<file path="src/rtl/i2cee_pkg.sv">
// ----------------------------------------------------------------------------
// i2cee_pkg
// Shared constants, action codes and controller/datapath interface types for
// the EEPROM-style I2C slave memory.
// ----------------------------------------------------------------------------
package i2cee_pkg;

    localparam int MEM_DEPTH = 64;
    localparam int PTR_W     = $clog2(MEM_DEPTH);
    localparam int ACT_W     = 2;
    localparam int DATA_W    = 8;
    localparam int SEEN_W    = 2;
    localparam int OUT_PTR_W = 6;

    localparam logic [ACT_W-1:0] ACT_WR_ADDR = 2'd0;
    localparam logic [ACT_W-1:0] ACT_DATA    = 2'd1;
    localparam logic [ACT_W-1:0] ACT_RD_ADDR = 2'd2;
    localparam logic [ACT_W-1:0] ACT_RD_REQ  = 2'd3;

    localparam logic [SEEN_W-1:0] ADDR_BYTES = 2'd2;

    typedef struct packed {
        logic load;    // capture the input transfer
        logic exec;    // apply the event to pointer, address state and memory
        logic resp;    // move the result into the output register
    } cmd_t;

    typedef struct packed {
        logic out_blocked;  // output register holds a result that is not taken
    } stat_t;

    function automatic logic [PTR_W-1:0] next_slot(input logic [PTR_W-1:0] p);
        logic [PTR_W-1:0] r;
        if (p == PTR_W'(MEM_DEPTH - 1))
        begin
            r = '0;
        end
        else
        begin
            r = p + PTR_W'(1);
        end
        return r;
    endfunction

endpackage

</file>
<file path="src/rtl/i2c_eeprom_style_slave_memory.sv">
// ----------------------------------------------------------------------------
// i2c_eeprom_style_slave_memory
// EEPROM-style 64-byte memory behind already-decoded I2C slave byte events.
// ----------------------------------------------------------------------------
// Each event passes through three steps: accept, execute (pointer update,
// memory write or registered memory read), and load into the output register,
// which holds while the previous result is not taken; the next event is
// accepted in the cycle after the load, so no new event is taken before the
// last one is loaded. One result comes out per event. A write-direction address
// event resets the pointer; the next two data bytes are the word address
// (high byte dropped, low byte modulo 64), applied once at the next stored
// data byte or read-direction address event. Memory reads as zero after reset.
module i2c_eeprom_style_slave_memory
(
    input  logic                            clk,
    input  logic                            rst_n,
    input  logic                            in_valid,
    output logic                            in_stall,
    input  logic [i2cee_pkg::ACT_W-1:0]     action,
    input  logic [i2cee_pkg::DATA_W-1:0]    data_in,
    output logic                            out_valid,
    input  logic                            out_stall,
    output logic [i2cee_pkg::DATA_W-1:0]    read_data,
    output logic                            read_valid,
    output logic [i2cee_pkg::OUT_PTR_W-1:0] pointer_now
);
    import i2cee_pkg::*;

    cmd_t  cmd;
    stat_t stat;

    i2cee_ctrl u_ctrl
    (
        .clk      (clk),
        .rst_n    (rst_n),
        .in_valid (in_valid),
        .in_stall (in_stall),
        .stat     (stat),
        .cmd      (cmd)
    );

    i2cee_dp u_dp
    (
        .clk         (clk),
        .rst_n       (rst_n),
        .cmd         (cmd),
        .stat        (stat),
        .action      (action),
        .data_in     (data_in),
        .out_valid   (out_valid),
        .out_stall   (out_stall),
        .read_data   (read_data),
        .read_valid  (read_valid),
        .pointer_now (pointer_now)
    );

endmodule

</file>
<file path="src/rtl/i2cee_ctrl.sv">
// ----------------------------------------------------------------------------
// i2cee_ctrl
// Sequencer: accept one event, execute it, then hand the result to the output
// register.
// ----------------------------------------------------------------------------
module i2cee_ctrl
(
    input  logic            clk,
    input  logic            rst_n,
    input  logic            in_valid,
    output logic            in_stall,
    input  i2cee_pkg::stat_t stat,
    output i2cee_pkg::cmd_t  cmd
);
    import i2cee_pkg::*;

    localparam logic [1:0] ST_IDLE = 2'd0;
    localparam logic [1:0] ST_EXEC = 2'd1;
    localparam logic [1:0] ST_LOAD = 2'd2;

    logic [1:0] state_reg;
    logic [1:0] state_next;

    always_comb
    begin
        state_next = state_reg;
        cmd        = '0;
        in_stall   = 1'b1;
        unique case (state_reg)
            ST_IDLE:
            begin
                in_stall = 1'b0;
                if (in_valid)
                begin
                    cmd.load   = 1'b1;
                    state_next = ST_EXEC;
                end
            end
            ST_EXEC:
            begin
                cmd.exec   = 1'b1;
                state_next = ST_LOAD;
            end
            ST_LOAD:
            begin
                // hold until the previous result is taken
                if (!stat.out_blocked)
                begin
                    cmd.resp   = 1'b1;
                    state_next = ST_IDLE;
                end
            end
            default:
            begin
                state_next = ST_IDLE;
            end
        endcase
    end

    always_ff @(posedge clk or negedge rst_n)
    begin
        if (!rst_n)
        begin
            state_reg <= ST_IDLE;
        end
        else
        begin
            state_reg <= state_next;
        end
    end

endmodule

</file>
<file path="src/rtl/i2cee_dp.sv">
// ----------------------------------------------------------------------------
// i2cee_dp
// Datapath: event registers, word-address collection, pointer, byte memory
// with per-entry valid bits, and the output register.
// ----------------------------------------------------------------------------
module i2cee_dp
(
    input  logic                            clk,
    input  logic                            rst_n,
    input  i2cee_pkg::cmd_t                 cmd,
    output i2cee_pkg::stat_t                stat,
    input  logic [i2cee_pkg::ACT_W-1:0]     action,
    input  logic [i2cee_pkg::DATA_W-1:0]    data_in,
    output logic                            out_valid,
    input  logic                            out_stall,
    output logic [i2cee_pkg::DATA_W-1:0]    read_data,
    output logic                            read_valid,
    output logic [i2cee_pkg::OUT_PTR_W-1:0] pointer_now
);
    import i2cee_pkg::*;

    logic [ACT_W-1:0]  act_reg;
    logic [DATA_W-1:0] data_reg;

    logic [PTR_W-1:0]  pointer_reg;
    logic [PTR_W-1:0]  pointer_next;
    logic [SEEN_W-1:0] seen_reg;
    logic [SEEN_W-1:0] seen_next;
    logic [PTR_W-1:0]  addr_low_reg;
    logic [PTR_W-1:0]  addr_low_next;
    logic              pend_reg;
    logic              pend_next;

    logic [PTR_W-1:0]  start_ptr;
    logic              wr_en;

    logic [DATA_W-1:0] mem [MEM_DEPTH];
    logic [MEM_DEPTH-1:0] written_reg;
    logic [DATA_W-1:0] rd_q;
    logic              rd_hit_q;

    logic              out_valid_reg;
    logic [DATA_W-1:0] read_data_reg;
    logic              read_valid_reg;
    logic [OUT_PTR_W-1:0] pointer_now_reg;

    // event capture
    always_ff @(posedge clk)
    begin
        if (cmd.load)
        begin
            act_reg  <= action;
            data_reg <= data_in;
        end
    end

    // a pending start address replaces the pointer once
    assign start_ptr = pend_reg ? addr_low_reg : pointer_reg;

    always_comb
    begin
        pointer_next  = pointer_reg;
        seen_next     = seen_reg;
        addr_low_next = addr_low_reg;
        pend_next     = pend_reg;
        wr_en         = 1'b0;
        unique case (act_reg)
            ACT_WR_ADDR:
            begin
                pointer_next  = '0;
                seen_next     = '0;
                addr_low_next = '0;
                pend_next     = 1'b0;
            end
            ACT_DATA:
            begin
                if (seen_reg < ADDR_BYTES)
                begin
                    // first byte is the high address byte and is dropped
                    if (seen_reg == SEEN_W'(1))
                    begin
                        addr_low_next = data_reg[PTR_W-1:0];
                        pend_next     = 1'b1;
                    end
                    seen_next = seen_reg + SEEN_W'(1);
                end
                else
                begin
                    wr_en        = 1'b1;
                    pointer_next = next_slot(start_ptr);
                    pend_next    = 1'b0;
                end
            end
            ACT_RD_ADDR:
            begin
                pointer_next = start_ptr;
                pend_next    = 1'b0;
            end
            ACT_RD_REQ:
            begin
                pointer_next = next_slot(pointer_reg);
            end
            default:
            begin
                pointer_next = pointer_reg;
            end
        endcase
    end

    always_ff @(posedge clk or negedge rst_n)
    begin
        if (!rst_n)
        begin
            pointer_reg  <= '0;
            seen_reg     <= '0;
            addr_low_reg <= '0;
            pend_reg     <= 1'b0;
        end
        else if (cmd.exec)
        begin
            pointer_reg  <= pointer_next;
            seen_reg     <= seen_next;
            addr_low_reg <= addr_low_next;
            pend_reg     <= pend_next;
        end
    end

    // byte memory, registered read at the current pointer
    always_ff @(posedge clk)
    begin
        if (cmd.exec)
        begin
            if (wr_en)
            begin
                mem[start_ptr] <= data_reg;
            end
            rd_q <= mem[pointer_reg];
        end
    end

    // entries never written read as zero
    always_ff @(posedge clk or negedge rst_n)
    begin
        if (!rst_n)
        begin
            written_reg <= '0;
            rd_hit_q    <= 1'b0;
        end
        else if (cmd.exec)
        begin
            if (wr_en)
            begin
                written_reg[start_ptr] <= 1'b1;
            end
            rd_hit_q <= written_reg[pointer_reg];
        end
    end

    // output register
    always_ff @(posedge clk)
    begin
        if (cmd.resp)
        begin
            read_valid_reg  <= (act_reg == ACT_RD_REQ);
            read_data_reg   <= (act_reg == ACT_RD_REQ && rd_hit_q) ? rd_q : '0;
            pointer_now_reg <= OUT_PTR_W'(pointer_reg);
        end
    end

    always_ff @(posedge clk or negedge rst_n)
    begin
        if (!rst_n)
        begin
            out_valid_reg <= 1'b0;
        end
        else if (cmd.resp)
        begin
            out_valid_reg <= 1'b1;
        end
        else if (!out_stall)
        begin
            out_valid_reg <= 1'b0;
        end
    end

    assign stat.out_blocked = out_valid_reg && out_stall;
    assign out_valid        = out_valid_reg;
    assign read_data        = read_data_reg;
    assign read_valid       = read_valid_reg;
    assign pointer_now      = pointer_now_reg;

endmodule

</file>
<file path="config.mk">
export PLATFORM = sky130hd
export DESIGN_NAME = i2c_eeprom_style_slave_memory
export DESIGN_NICKNAME = d
export VERILOG_FILES = /design/src/rtl/i2cee_pkg.sv /design/src/rtl/i2c_eeprom_style_slave_memory.sv /design/src/rtl/i2cee_ctrl.sv /design/src/rtl/i2cee_dp.sv
export SDC_FILE = /design/constraint.sdc
export NUM_CORES = 1
export LEC_CHECK = 0
export BUFFER_PORTS_ARGS = -buffer_cell sky130_fd_sc_hd__clkbuf_2
export CAP_MARGIN = 10
export CELL_PAD_IN_SITES_DETAIL_PLACEMENT = 0
export CELL_PAD_IN_SITES_GLOBAL_PLACEMENT = 1
export CORE_MARGIN = 2
export CORE_UTILIZATION = 55
export DETAILED_ROUTE_END_ITERATION = 16
export GPL_TIMING_DRIVEN = 0
export PLACE_DENSITY_LB_ADDON = 0.1
export SYNTH_ARGS = -nofsm -noshare
export SYNTH_HDL_FRONTEND = slang
export SYNTH_HIERARCHICAL = 1
export SYNTH_SLANG_ARGS = --single-unit
</file>
<file path="constraint.sdc">
create_clock -name clk -period 3.1 [get_ports clk]
set_input_delay 0.31 -clock clk [delete_from_list [all_inputs] [get_ports clk]]
set_output_delay 0.31 -clock clk [all_outputs]
set_load 0.05 [all_outputs]
</file>
==> flow_metrics.tcl <==
set metrics [dict create \
    max_stage_delay_ns 0.51 \
    cts_tree "yes" \
    grt_overflow 0 \
    io_pins 31 \
    synthesis.nets 1318 \
    power_frac_comb 0.200 \
    num_vias 12900 \
    p_per_area_nw_per_um2 756 \
    worst_pin_slew_ns 0.979 \
    clkTransAtPathRegs_ns 0.06 \
    ys_ff_latch 628 \
    finalPower_mw 21.7 \
    hold_path_class "primary input to register" \
    cp_common_cell "buf_6" \
    maxCapViolations 0 \
    cp_slowest_cell "nand2_2" \
    cts_max_path_buffers 3 \
    cts_buffers 66 \
    async_flop_share 0.132 \
    grt_pass1_vias 13100 \
    crit_path_start_kind "register" \
    synth.top_cell.area_share 0.663 \
    regArea_sq_um 18400 \
    dp.final_hpwl_mm 40.6 \
    ys_types 53 \
    p_sw_mw 5.96 \
    syn_area_sq_um 24700 \
    post_route_cells_drive_above_1_share 0.273 \
    antenna_found_initial 0 \
    multi_input_area_sq_um 6230 \
    nets 1449 \
    p_leak_nw 9.59 \
    layout_setup_ws_ns -0.109 \
    period_needed_ns 3.21 \
    maxSlewViolCount 0 \
    first_pass_iters 5 \
    num_rows 77 \
    die_h_microns 216 \
    root_buffer "clkbuf_16" \
    post-route-period-util 1.04 \
    synth_edf_count 545 \
    synth_area_leader_cell "edfxtp_1" \
    antenna_left 0 \
    ys_top_cells_by_area "edfxtp_1 66%, mux4_2 12%, dfrtp_1 8.4%" \
    clockPowerShare 0.346 \
    syn_inst 1300 \
    synth_flop_cell "edfxtp_1" \
    die-area_sq_um 46600 \
    yosysSeqAreaShare 0.747 \
    setup_viol 224 \
    crit_required_ns 3.32 \
    cts_max_level 3 \
    hold_violations 0 \
    portBuffers 30 \
    critical_path_class "register to register" \
    gr-usage-all-layers 0.267 \
    switching_share 0.275 \
    cts.sinks 628 \
    start_util 0.558 \
    endpoint_kind "register" \
    max-slew-margin-rel 0.345 \
    die_x_microns 216 \
    grt_max_degree 49 \
    peakVddDrop_mv 0.445 \
    p_int_mw 15.7 \
    drtIter0Drc 1445 \
    rsz0062_at_grt "yes" \
    viasPerCell 6.22 \
    largest_reg_flops 512 \
    worst_clock_skew_ns 0.0232 \
    fillerInstances 3023 \
    core_sq_um 44200 \
    gp_congestion 0.822 \
    fmax_ghz 0.312 \
    fin_area_sq_um 28700 \
    outcome "finished with violations" \
    critical_path_buf_inv_count 3 \
    antenna_cells 0 \
    syn_area_per_cell_sq_um 19.0 \
    detailed_place.area_sq_um 26100 \
    pwr-share-seq 0.454 \
    crit_fanout 10 \
    synth_warnings 6 \
    routedWlPerCell_microns 29.0 \
    area_growth_pct 16.3 \
    crit_chain "buf_6 -> buf_6 -> mux2i_1 -> inv_1 -> nor2_1 -> nand2_2 -> nor2_4" \
    grt_pass1_wl_mm 88.2 \
    hold_slack_ns 0.133 \
    cp_top_family "simple AND/OR/NAND/NOR gates" \
    cp.arrival_ns 3.43 \
    violations "negative setup slack" \
    post-route-drc-count 0 \
    wl_mm 60.1 \
    clkLatencyLatePin_ns 0.58 \
]
worst paths after layout:
path	endpoint	startpoint	slack, ns	depth (start not counted)
setup reg to reg	u_dp/mem[40][1]	u_dp/pointer_reg[0]	-0.11	7
max in group asynchronous	u_dp/written_reg[40]	rst_n	2.14	3
setup / recovery	u_dp/mem[40][1]	u_dp/pointer_reg[0]	-0.11	7
min in group asynchronous	u_dp/written_reg[27]	rst_n	0.29	2
hold / removal	u_dp/out_valid	out_stall	0.13	3
hold reg to reg	u_dp/written_reg[0]	u_dp/written_reg[0]	0.46	1
cell usage after synthesis, types with 2 or more instances:
cell       count
mux2i_1       57
buf_1          4
xor2_1         2
clkbuf_1      32
or2_2         22
o221ai_1      39
a21oi_1       20
buf_2         17
nor2b_1        5
ha_1           4
nand3_1       10
buf_6          5
nand4bb_1      8
nand3b_1       2
or2_1         45
nand2_1       49
nor3b_1        2
mux2_2         6
and2_1        15
nor2_1        79
edfxtp_1     545
dfrtp_1       83
o311ai_1       2
o2111ai_1      2
buf_4          8
o22ai_1        3
o21ai_0       59
a21o_1         9
nor3_1         2
inv_1          8
a22oi_1        3
mux4_2       128
nand2b_1       5
worst reg2reg max path: stages (launching register included):
cell,delay [ns]
dfrtp_1,0.50
buf_6,0.23
buf_6,0.19
mux2i_1,0.33
inv_1,0.13
nor2_1,0.48
nand2_2,0.51
nor2_4,0.48
logic make-up (layout without fill, tap and decap cells):
family | count (synthesis) | count (layout) | share of synthesized area
flops | 628 | 628 | 0.747
simple gates | 250 | 250 | 0.0517
mux | 191 | 191 | 0.143
compound gates | 149 | 149 | 0.0398
buf+inv | 76 | 258 | 0.0163
fa+ha+maj | 4 | 4 | 0.00203
xor+xnor | 2 | 2 | 0.000710
power by group through the flow:
stage | clock network (mW) | logic, mW | registers [mW]
floorplan | 0 | 2.52 | 10.2
global placement | 0 | 3.81 | 10.3
detailed placement | 0 | 4.22 | 10.0
CTS | 7.62 | 4.29 | 9.86
global route | 7.97 | 4.60 | 9.89
finish | 7.51 | 4.34 | 9.86
stage by stage:
| stage | util | TNS (ns) | setup WS (ns) | std cells |
|---|---|---|---|---|
| 2_1_floorplan | - | 0 | 0.701 | 1300 |
| 3_3_place_gp | 0.579 | -56.10 | -0.519 | 1922 |
| 3_5_place_dp | 0.590 | -75.32 | -0.629 | 1942 |
| 4_1_cts | 0.643 | -32.30 | -0.256 | 2073 |
| 5_1_grt | 0.649 | -56.10 | -0.254 | 2074 |
| 6_report | 0.649 | -13.46 | -0.109 | 2074 |
placed cells by master (no fill, tap or decap), types with 3 or more instances in the layout:
master and instances:
o221ai_1 39, buf_4 9, nor2_4 39, clkinv_2 9
buf_16 17, inv_1 8, buf_8 3, or2_2 22
buf_12 3, mux4_2 128, dfrtp_1 83, buf_1 3
and2_1 15, buf_2 15, nor2_2 23, clkbuf_1 48
nand3_1 9, a22oi_1 3, o21ai_0 59, nor2_1 17
clkbuf_16 69, a21o_1 9, o22ai_1 3, or2_1 45
clkinv_1 6, nor2b_1 5, ha_1 4, a21oi_1 20
nand2b_1 5, clkbuf_8 6, nand4bb_1 8, dlygate4sd3_1 12
mux2_2 6, buf_6 6, nand2_1 46, mux2i_1 57
edfxtp_1 545, clkbuf_2 35
cell type report:
class | count | share of cell area
tap | 592 | 0.0258
sequential | 628 | 0.642
multi-input combinational | 596 | 0.217
clock buffer | 97 | 0.0659
timing repair buffer | 64 | 0.0286
clock inverter | 22 | 0.00588
buffer | 67 | 0.0133
inverter | 8 | 0.00105
layer usage:
metal  part of all wire  GRT usage
met5                  0          0
met4              0.023     0.0814
met3              0.063     0.0390
met2               0.49      0.435
met1               0.42      0.379
timing repair:
item / CTS / global route
gates cloned: 0 / 0
endpoints found under the hold margin: 46 / 0
setup endpoints to repair: 477 / 492
pin swaps: 1 / 1
hold buffers: 12 / 0
gates resized for setup: 57 / 62
buffers inserted: 0 / 2
No activity file was read; power rests on OpenSTA's default activity.
